<file path="src/rtl/core/mfq_pkg.sv">
package mfq_pkg;

    localparam int MFQ_DEPTH = 16;

    localparam int TYPE_W   = 16;
    localparam int ARG_W    = 32;
    localparam int CMD_W    = 3;
    localparam int STATUS_W = 2;
    localparam int QUEUED_W = 5;

    localparam int IN_W     = CMD_W + TYPE_W + 2 * ARG_W;
    localparam int IN_BYTES = (IN_W + 7) / 8;
    localparam int OUT_W    = STATUS_W + TYPE_W + 2 * ARG_W + QUEUED_W;
    localparam int OUT_BYTES = (OUT_W + 7) / 8;

    typedef enum logic [CMD_W-1:0] {
        CMD_PUT    = 3'd0,
        CMD_GET    = 3'd1,
        CMD_REMOVE = 3'd2,
        CMD_FLUSH  = 3'd3,
        CMD_START  = 3'd4,
        CMD_STOP   = 3'd5
    } cmd_t;

    typedef enum logic [STATUS_W-1:0] {
        ST_OK      = 2'd0,
        ST_EMPTY   = 2'd1,
        ST_ABORTED = 2'd2,
        ST_FULL    = 2'd3
    } status_t;

    typedef struct packed {
        logic        [TYPE_W-1:0] kind;
        logic signed [ARG_W-1:0]  first;
        logic signed [ARG_W-1:0]  second;
    } entry_t;

    localparam int ENTRY_W = $bits(entry_t);

    // Commands from the controller to the datapath.
    typedef struct packed {
        logic load_item;
        logic exec;
        logic get_take;
        logic purge_step;
        logic out_load;
    } ctl_t;

    // Status from the datapath back to the controller.
    typedef struct packed {
        logic get_go;
        logic purge_go;
        logic purge_done;
        logic out_free;
    } stat_t;

endpackage

</file>
<file path="src/rtl/core/mfq_ram.sv">
module mfq_ram #(
    parameter int WIDTH = 8,
    parameter int DEPTH = 16
) (
    input  logic                     aclk,
    input  logic                     we,
    input  logic [$clog2(DEPTH)-1:0] waddr,
    input  logic [WIDTH-1:0]         wdata,
    input  logic [$clog2(DEPTH)-1:0] raddr,
    output logic [WIDTH-1:0]         rdata
);

    logic [WIDTH-1:0] mem [DEPTH];

    always_ff @(posedge aclk) begin
        if (we) begin
            mem[waddr] <= wdata;
        end
        rdata <= mem[raddr];
    end

endmodule

</file>
<file path="src/rtl/core/mfq_datapath.sv">
module mfq_datapath
    import mfq_pkg::*;
#(
    parameter int QUEUE_DEPTH = MFQ_DEPTH
) (
    input  logic                   aclk,
    input  logic                   aresetn,
    input  logic [IN_BYTES*8-1:0]  s_tdata,
    input  ctl_t                   ctl,
    output stat_t                  stat,
    output logic                   m_tvalid,
    input  logic                   m_tready,
    output logic [OUT_BYTES*8-1:0] m_tdata
);

    localparam int PTR_W = $clog2(QUEUE_DEPTH);
    localparam int CNT_W = $clog2(QUEUE_DEPTH + 1);
    localparam int SUM_W = PTR_W + 1;

    // Ring position base + off, with off below twice the depth in practice.
    function automatic logic [PTR_W-1:0] wrap_add(logic [PTR_W-1:0] base,
                                                  logic [CNT_W-1:0] off);
        logic [SUM_W-1:0] sum;
        sum = SUM_W'(base) + SUM_W'(off);
        if (sum >= SUM_W'(QUEUE_DEPTH)) begin
            sum = sum - SUM_W'(QUEUE_DEPTH);
        end
        return sum[PTR_W-1:0];
    endfunction

    cmd_t                 cmd_reg, cmd_next;
    logic [TYPE_W-1:0]    kind_reg, kind_next;
    logic [ARG_W-1:0]     first_reg, first_next;
    logic [ARG_W-1:0]     second_reg, second_next;
    logic [PTR_W-1:0]     head_reg, head_next;
    logic [CNT_W-1:0]     count_reg, count_next;
    logic                 aborted_reg, aborted_next;
    logic [CNT_W-1:0]     rd_reg, rd_next;
    logic [CNT_W-1:0]     wr_reg, wr_next;
    logic                 pend_reg, pend_next;
    status_t              res_status_reg, res_status_next;
    entry_t               got_reg, got_next;
    logic                 m_valid_reg, m_valid_next;
    logic [OUT_BYTES*8-1:0] m_data_reg, m_data_next;

    logic                 ram_we;
    logic [PTR_W-1:0]     ram_waddr;
    logic [ENTRY_W-1:0]   ram_wdata;
    logic [PTR_W-1:0]     ram_raddr;
    logic [ENTRY_W-1:0]   ram_rdata;
    entry_t               rd_entry;
    entry_t               new_entry;
    logic [CNT_W+QUEUED_W-1:0] count_ext;
    logic [QUEUED_W-1:0]  queued;
    logic                 full;
    logic                 empty;

    assign rd_entry  = entry_t'(ram_rdata);
    assign full      = (count_reg == CNT_W'(QUEUE_DEPTH));
    assign empty     = (count_reg == '0);
    assign count_ext = (CNT_W + QUEUED_W)'(count_reg);
    assign queued    = count_ext[QUEUED_W-1:0];

    assign new_entry.kind   = kind_reg;
    assign new_entry.first  = first_reg;
    assign new_entry.second = second_reg;

    assign stat.get_go     = (cmd_reg == CMD_GET) && !aborted_reg && !empty;
    assign stat.purge_go   = (cmd_reg == CMD_REMOVE) && !aborted_reg;
    assign stat.purge_done = (rd_reg == count_reg) && !pend_reg;
    assign stat.out_free   = !m_valid_reg || m_tready;

    // During a purge the read side runs at head + rd, otherwise it sits at the head.
    assign ram_raddr = ctl.purge_step ? wrap_add(head_reg, rd_reg) : head_reg;

    always_comb begin
        cmd_next        = cmd_reg;
        kind_next       = kind_reg;
        first_next      = first_reg;
        second_next     = second_reg;
        head_next       = head_reg;
        count_next      = count_reg;
        aborted_next    = aborted_reg;
        rd_next         = rd_reg;
        wr_next         = wr_reg;
        pend_next       = pend_reg;
        res_status_next = res_status_reg;
        got_next        = got_reg;
        m_valid_next    = m_valid_reg;
        m_data_next     = m_data_reg;
        ram_we          = 1'b0;
        ram_waddr       = wrap_add(head_reg, count_reg);
        ram_wdata       = new_entry;

        if (ctl.load_item) begin
            cmd_next    = cmd_t'(s_tdata[CMD_W-1:0]);
            kind_next   = s_tdata[CMD_W +: TYPE_W];
            first_next  = s_tdata[CMD_W+TYPE_W +: ARG_W];
            second_next = s_tdata[CMD_W+TYPE_W+ARG_W +: ARG_W];
        end

        if (ctl.exec) begin
            res_status_next = ST_OK;
            got_next        = '0;
            case (cmd_reg)
                CMD_PUT: begin
                    if (aborted_reg) begin
                        res_status_next = ST_ABORTED;
                    end else if (full) begin
                        res_status_next = ST_FULL;
                    end else begin
                        ram_we     = 1'b1;
                        count_next = count_reg + CNT_W'(1);
                    end
                end
                CMD_GET: begin
                    if (aborted_reg) begin
                        res_status_next = ST_ABORTED;
                    end else if (empty) begin
                        res_status_next = ST_EMPTY;
                    end
                end
                CMD_REMOVE: begin
                    rd_next   = '0;
                    wr_next   = '0;
                    pend_next = 1'b0;
                end
                CMD_FLUSH: begin
                    count_next = '0;
                end
                CMD_START: begin
                    aborted_next = 1'b0;
                end
                CMD_STOP: begin
                    aborted_next = 1'b1;
                end
                default: begin
                end
            endcase
        end

        if (ctl.get_take) begin
            got_next   = rd_entry;
            head_next  = wrap_add(head_reg, CNT_W'(1));
            count_next = count_reg - CNT_W'(1);
        end

        // Compaction: reads run at least one entry ahead of the writes, so the write
        // slot never overtakes an entry that still has to be read.
        if (ctl.purge_step) begin
            if (rd_reg != count_reg) begin
                rd_next   = rd_reg + CNT_W'(1);
                pend_next = 1'b1;
            end else begin
                pend_next = 1'b0;
            end
            if (pend_reg && (rd_entry.kind != kind_reg)) begin
                ram_we    = 1'b1;
                ram_waddr = wrap_add(head_reg, wr_reg);
                ram_wdata = rd_entry;
                wr_next   = wr_reg + CNT_W'(1);
            end
            if (stat.purge_done) begin
                count_next = wr_reg;
            end
        end

        if (ctl.out_load) begin
            m_valid_next = 1'b1;
            m_data_next  = (OUT_BYTES*8)'({queued, got_reg.second, got_reg.first,
                                          got_reg.kind, res_status_reg});
        end else if (m_tready) begin
            m_valid_next = 1'b0;
        end
    end

    always_ff @(posedge aclk) begin
        if (!aresetn) begin
            head_reg    <= '0;
            count_reg   <= '0;
            aborted_reg <= 1'b0;
            pend_reg    <= 1'b0;
            m_valid_reg <= 1'b0;
        end else begin
            head_reg    <= head_next;
            count_reg   <= count_next;
            aborted_reg <= aborted_next;
            pend_reg    <= pend_next;
            m_valid_reg <= m_valid_next;
        end
    end

    always_ff @(posedge aclk) begin
        cmd_reg        <= cmd_next;
        kind_reg       <= kind_next;
        first_reg      <= first_next;
        second_reg     <= second_next;
        rd_reg         <= rd_next;
        wr_reg         <= wr_next;
        res_status_reg <= res_status_next;
        got_reg        <= got_next;
        m_data_reg     <= m_data_next;
    end

    mfq_ram #(
        .WIDTH (ENTRY_W),
        .DEPTH (QUEUE_DEPTH)
    ) u_ram (
        .aclk  (aclk),
        .we    (ram_we),
        .waddr (ram_waddr),
        .wdata (ram_wdata),
        .raddr (ram_raddr),
        .rdata (ram_rdata)
    );

    assign m_tvalid = m_valid_reg;
    assign m_tdata  = m_data_reg;

    a_count_bound: assert property (@(posedge aclk) disable iff (!aresetn)
        count_reg <= CNT_W'(QUEUE_DEPTH))
        else $error("entry count exceeds queue depth");

    a_purge_order: assert property (@(posedge aclk) disable iff (!aresetn)
        ctl.purge_step |-> wr_reg <= rd_reg)
        else $error("purge write index passed read index");

    a_get_pops: assert property (@(posedge aclk) disable iff (!aresetn)
        ctl.get_take |=> count_reg == $past(count_reg) - CNT_W'(1))
        else $error("get did not remove exactly one entry");

    a_flush_empties: assert property (@(posedge aclk) disable iff (!aresetn)
        ctl.exec && (cmd_reg == CMD_FLUSH) |=> count_reg == '0)
        else $error("flush left entries in the queue");

endmodule

</file>
<file path="src/rtl/core/mfq_ctrl.sv">
module mfq_ctrl
    import mfq_pkg::*;
(
    input  logic  aclk,
    input  logic  aresetn,
    input  logic  s_tvalid,
    output logic  s_tready,
    output ctl_t  ctl,
    input  stat_t stat
);

    typedef enum logic [2:0] {
        S_IDLE,
        S_EXEC,
        S_GET,
        S_PURGE,
        S_OUT
    } state_t;

    state_t state_reg, state_next;
    logic   ready_reg, ready_next;

    always_comb begin
        state_next     = state_reg;
        ctl            = '0;
        ctl.load_item  = s_tvalid && ready_reg;
        unique case (state_reg)
            S_IDLE: begin
                if (s_tvalid && ready_reg) begin
                    state_next = S_EXEC;
                end
            end
            S_EXEC: begin
                ctl.exec = 1'b1;
                if (stat.get_go) begin
                    state_next = S_GET;
                end else if (stat.purge_go) begin
                    state_next = S_PURGE;
                end else begin
                    state_next = S_OUT;
                end
            end
            S_GET: begin
                ctl.get_take = 1'b1;
                state_next   = S_OUT;
            end
            S_PURGE: begin
                ctl.purge_step = 1'b1;
                if (stat.purge_done) begin
                    state_next = S_OUT;
                end
            end
            S_OUT: begin
                ctl.out_load = stat.out_free;
                if (stat.out_free) begin
                    state_next = S_IDLE;
                end
            end
            default: begin
                state_next = S_IDLE;
            end
        endcase
        ready_next = (state_next == S_IDLE);
    end

    always_ff @(posedge aclk) begin
        if (!aresetn) begin
            state_reg <= S_IDLE;
            ready_reg <= 1'b1;
        end else begin
            state_reg <= state_next;
            ready_reg <= ready_next;
        end
    end

    assign s_tready = ready_reg;

endmodule

</file>
<file path="src/rtl/core/message_fifo_with_type_purge.sv">
// Each accepted item steps through EXEC, then GET for a get that finds an entry or
// PURGE for a remove while not stopped, then OUT, where its reply is loaded into the
// output register once that register is free (one entry read and compacted per cycle
// through the entry RAM during PURGE). No new item is taken until that reply is loaded.
// Reset (aresetn low, synchronous): queue empty, not aborted, no result pending.
module message_fifo_with_type_purge
    import mfq_pkg::*;
#(
    parameter int QUEUE_DEPTH = MFQ_DEPTH
) (
    input  logic                   aclk,
    input  logic                   aresetn,
    input  logic                   s_tvalid,
    output logic                   s_tready,
    // command[2:0], msg_type[18:3], first_arg[50:19], second_arg[82:51], zero pad
    input  logic [IN_BYTES*8-1:0]  s_tdata,
    output logic                   m_tvalid,
    input  logic                   m_tready,
    // status[1:0], got_type[17:2], got_first[49:18], got_second[81:50],
    // queued[86:82], zero pad
    output logic [OUT_BYTES*8-1:0] m_tdata
);

    ctl_t  ctl;
    stat_t stat;

    mfq_ctrl u_ctrl (
        .aclk     (aclk),
        .aresetn  (aresetn),
        .s_tvalid (s_tvalid),
        .s_tready (s_tready),
        .ctl      (ctl),
        .stat     (stat)
    );

    mfq_datapath #(
        .QUEUE_DEPTH (QUEUE_DEPTH)
    ) u_datapath (
        .aclk     (aclk),
        .aresetn  (aresetn),
        .s_tdata  (s_tdata),
        .ctl      (ctl),
        .stat     (stat),
        .m_tvalid (m_tvalid),
        .m_tready (m_tready),
        .m_tdata  (m_tdata)
    );

endmodule

</file>
<file path="config.mk">
export PLATFORM = sky130hd
export DESIGN_NAME = message_fifo_with_type_purge
export DESIGN_NICKNAME = d
export VERILOG_FILES = /design/src/rtl/core/mfq_pkg.sv /design/src/rtl/core/mfq_ram.sv /design/src/rtl/core/mfq_datapath.sv /design/src/rtl/core/mfq_ctrl.sv /design/src/rtl/core/message_fifo_with_type_purge.sv
export SDC_FILE = /design/constraint.sdc
export NUM_CORES = 2
export LEC_CHECK = 0
export BUFFER_PORTS_ARGS = -buffer_cell sky130_fd_sc_hd__buf_4
export CORE_ASPECT_RATIO = 1.1
export CORE_UTILIZATION = 55
export CTS_BUF_LIST = sky130_fd_sc_hd__clkbuf_4 sky130_fd_sc_hd__clkbuf_8 sky130_fd_sc_hd__clkbuf_16
export DETAILED_ROUTE_END_ITERATION = 7
export PLACE_DENSITY = 0.72
export SYNTH_ARGS = -nofsm -noshare
export SYNTH_HDL_FRONTEND = slang
export SYNTH_HIERARCHICAL = 1
export SYNTH_SLANG_ARGS = --single-unit
</file>
<file path="constraint.sdc">
create_clock -name aclk -period 10.3 [get_ports aclk]
set_input_delay 2.06 -clock aclk [delete_from_list [all_inputs] [get_ports aclk]]
set_output_delay 2.06 -clock aclk [all_outputs]
set_load 0.01 [all_outputs]
</file>
* Word level (Yosys, flattened, before mapping)
Memories as Yosys holds them, arrays and structs flattened. A register that Yosys moved wholly into a read port is not among the register bits.
Index checks and enable logic that the tools add are counted.
** Storage, ports and cells
- Bits in registers :: 278
- Memory bits (writable) :: 1280
- Bits of input ports :: 92
- Output and inout bits :: 90
- Word-level logic and storage cells :: 126
- Memories :: 1
** Memories
- u_datapath.u_ram.mem :: depth 16, width 80, read ports 1, clocked after Yosys merged registers in 1, write ports 1, RTL line mfq_ram.sv:13 : logic [WIDTH-1:0] mem [DEPTH];
** Cells by class
- Add/sub/neg operators :: 12
- Order comparisons :: 4
- Equality and inequality tests :: 13
- Multiplexer cells :: 56
- Reduce and logical (&&, ||, !) cells :: 22
** Operators with widths (count)
- 80-bit two-way mux :: 4
- 5-bit two-way mux :: 14
- 4-bit two-way mux :: 7
- 5-bit greater-or-equal comparator, second input constant :: 4
- 1-bit two-way mux :: 19
- 16-bit != test :: 1
- 4-bit by 1-bit subtractor with 4-bit output, second input constant :: 4
- 4-bit by 5-bit adder with 5-bit output :: 3
- 5-bit by 1-bit adder with 5-bit output, second input constant :: 3
- 3-bit two-way mux :: 5
- 3-bit one-hot mux with 5 select lines :: 1
- 3-bit by 2-bit == test with 1-bit output, second input constant :: 4
- 5-bit one-hot mux with 2 select lines :: 1
- 2-bit nonzero test :: 5
- 3-bit == test, second input constant :: 3
- 3-bit zero test :: 3
- 3-bit by 1-bit == test with 1-bit output, second input constant :: 2
- 1-bit logical AND :: 6
- 2-bit two-way mux :: 3
- 4-bit by 1-bit adder with 5-bit output, second input constant :: 1
- 5-bit == test :: 1
- 5-bit == test, second input constant :: 1
- 5-bit zero test :: 1
- 5-bit != test :: 1
- other kinds (6) :: 10

* Logic depth before layout (Yosys ltp)
- Depth after elaboration :: 9
- Mapped depth :: 11
- Mapped depth without buffers :: 9

* By module
The synthesis kept the hierarchy.
** By module, submodules not included
- mfq_ram :: times used 1, cells each 2054, area an instance 49422.4 sq um, sequential area each 40038.4 sq um
- mfq_datapath :: times used 1, cells each 672, area an instance 11075.6 sq um, sequential area each 8007.7 sq um
- mfq_ctrl :: times used 1, cells each 27, area an instance 227.7 sq um, sequential area each 80.1 sq um

* Worst setup path after synthesis
No wires, ideal clock.
- Path type :: reg-to-reg
- Start point :: register u_ctrl.state_reg[2]
- End point :: memory u_datapath/u_ram/mem[0][0] (netlist bit) (enable)
- Setup time :: 0.617 ns
- Arrival :: 7.814 ns
- Data required time :: 9.683 ns
- Path slack :: 1.869 ns
- Stages on the path, launching flop included :: 8
- Path buffers :: 0
- Clock period less this slack :: 8.431 ns
- Path through :: dfxtp_1 -> and2b_4 -> and2_1 -> or4b_1 -> or3_1 -> o21ai_0 -> or3b_2 -> nor3_1
** RTL lines
- from (decl) :: RTL line mfq_ctrl.sv:20 : state_t state_reg, state_next;
- from (signal assigned) :: RTL line mfq_ctrl.sv:71 : state_reg <= state_next;
- to (decl) :: RTL line mfq_ram.sv:13

==> results.txt <==
DR pass1 iterations: 5
share of layout cells above drive strength 1: 29.5%
clock skew: 0.0341 ns
First DRT Iteration DRCs: 3013
Synth Instances: 2753
register area share after synthesis: 79.3%
die height: 351 um
Syn Nets: 2862
Leakage: 21.9 nW
#FFs+latches synth: 1638
total power: 13.6 mW
Syn Area/Cell: 22.1 sq um
CTS sink cnt: 1638
first-pass GRT wire length: 192 mm
DRC: 0
endpoint class of the critical path: register
Hold Fails Final Rpt: 0
Num CTS Buffers: 155
num rows: 127
WP data arrival: 6.31 ns
PwrDens: 198 nW/um^2
relative slew slack: 19.1%
synthesis-to-finish area growth: 13.4%
WP data required: 10.69 ns
status: complete, no violations
CTS H-tree depth: 4
Final Setup Violations: 0
Crit-path slowest cell: buf_4
vias per std cell: 6.26
Worst-Skew Late Latency: 0.78 ns
hpwl dp: 63.7 mm
CTS tree: built
Clock transition at path regs: 0.06 ns
Final period util: 57.5%
detailed-route via count: 28500
Slew Limit Fails: 0
Yosys warnings: 6
footprint of the multi-input gates: 12000 sq um
average wire per standard cell: 28.8 um
Setup Fix Bufs, Post-CTS: 0
worst vdd ir: 0.000142 V
Crit Path Max Fanout: 47
Buffers on Ports: 175
DIE AREA: 112000 sq um
vias in the first global route: 29400
crit path cell chain: and2b_4, and2_1, nand2_1, nor2_4, buf_4, mux2i_1, nand2b_1, nor2_4, buf_4, buf_4
Post-synth EDFFs: 1532
mapped cell area: 60700 sq um
post-cts hold buffer count: 0
Fillers: 7087
register area: 48100 sq um
CTS resizes: 0
antenna violations before repair: 2
slowest cell delay on critical path: 0.77 ns
# IOs: 182
max reg flops: 1280
upper clock frequency limit: 0.169 GHz
wirelength, routed: 131 mm
Final ANT Viol Nets: 0
maximum root-to-sink buffer count: 3
CTS Root Cell: clkbuf_16
Largest Register: u_datapath/u_ram/mem
category of the most critical setup path: register to register
Yosys cell types: 61
final setup TNS: 0 ns
Max Cap Viol: 0
asr flop ratio synth: 0%
Initial Util: 55.6%
largest net degree at the start of global routing: 169
fin nets: 3112
crit path launch type: register
RSZ-0062 raised after global routing: no
Hold WC Path Type: register to register
post-layout min period: 5.92 ns
Top cell by count, worst path: buf_4
grt total ovfl: 0
core area: 109000 sq um
main flop type after synthesis: edfxtp_1
Placer Congestion: 0.744
DIE WIDTH: 319 um
Antenna diodes: 0
worst-margin pin slew: 1.21 ns
Tot GR Track Use: 23.8%
-- path summary, 6_finish.rpt --
kind	startpoint	cells after the start	slack, ns	end
min reg2reg	u_datapath/got_reg[44]	0	0.41	u_datapath/m_tdata[30]
max reg2reg	u_ctrl/state_reg[0]	10	4.38	u_datapath/u_ram/mem[9][4]
min	u_datapath/got_reg[44]	0	0.41	u_datapath/m_tdata[30]
max	u_ctrl/state_reg[0]	10	4.38	u_datapath/u_ram/mem[9][4]
-- layout by cell type, fill, tap and decap left out, types with 5 or more instances in the layout --
cell type,count
a21oi_1,15
inv_1,21
clkbuf_16,162
nand3_1,11
nor2_4,15
nor4_1,5
mux2_2,70
nor2_1,11
nand2b_1,5
nand2_1,97
buf_4,229
dfxtp_1,106
mux2_4,13
ha_1,14
clkinvlp_4,5
edfxtp_1,1532
clkbuf_8,14
clkbuf_4,41
clkinv_1,27
clkinv_2,20
a22oi_1,160
xor2_1,27
and2_1,84
xnor2_1,11
mux4_2,320
nor3_1,9
o21ai_0,11
nor3_2,5
bufinv_16,8
-- Yosys cell counts (all sizes together) (5+ instances only) --
library cell | n | area (sq um)
dfxtp | 106 | 2120
and2 | 86 | 538
nor3 | 14 | 70.1
mux4 | 320 | 7210
nand2b | 5 | 31.3
xor2 | 27 | 236
mux2 | 84 | 995
edfxtp | 1532 | 46000
xnor2 | 11 | 96.3
ha | 14 | 175
nand2 | 97 | 364
nor4 | 5 | 31.3
a21oi | 16 | 80.1
nor2 | 26 | 100
a22oi | 160 | 1200
inv | 21 | 78.8
nand3 | 11 | 55.1
clkbuf | 65 | 244
buf | 73 | 455
o21ai | 11 | 55.1
-- cells by family (layout without fill, tap and decap cells) --
family                     Yosys count  after routing  synth area share (%)
DFF                               1638           1638                  79.3
muxes                              408            408                  13.6
and+or+nand+nor                    279            279                  2.40
AOI/OAI and AO/OA                  213            213                  2.55
buffers and inverters              159            537                  1.28
xor gates and xnor gates            38             38                 0.548
adders and majority gates           17             17                 0.387
other                                1              1               0.00618
-- critical path: cells and delay by family, from the launching register on --
family,cells,cell delay [ns]
multiplexers,1,0.52
AND/OR/NAND/NOR,6,2.29
flip-flops,1,0.47
buffers and inverters,3,2.17
-- layer usage --
metal	GRT usage (%)	routed length [um]	vias to the layer above	share of wire [%]
met3	4.23	10100	203	7.7
met2	40.2	66300	1302	51
met1	32.5	52300	15100	40
met4	6.10	2430	0	1.9
met5	0	0	-	0
li1	-	-	11900	-
-- where the power goes --
part / internal [mW] / leakage (nW) / switching (mW)
logic: 0.141 / 4.57 / 0.278
clock network: 3.29 / 2.56 / 2.39
registers: 7.48 / 14.8 / 0.0578
total: 10.9 / 21.9 / 2.73
-- cell type report --
cell class / count / share of cell area [%]
clock inverter: 68 / 0.830
sequential: 1638 / 69.9
timing repair buffer: 231 / 2.55
tap: 1419 / 2.58
inverter: 21 / 0.114
clock buffer: 217 / 6.61
multi-input combinational: 956 / 17.4
-- per-stage QoR --
step,instance area (sq um),std cells,worst slack (ns),hold WS (ns),utilization (%)
finish,68900,4550,4.38,0.412,63.1
global route,68900,4550,4.19,0.420,63.1
CTS,68900,4550,4.45,0.414,63.1
detailed placement,63700,4265,4.51,0.405,58.4
global placement,63700,4265,4.56,0.401,58.4
floorplan,60700,2753,1.87,0.400,-
Note: power is estimated with default switching activity, not from simulation.
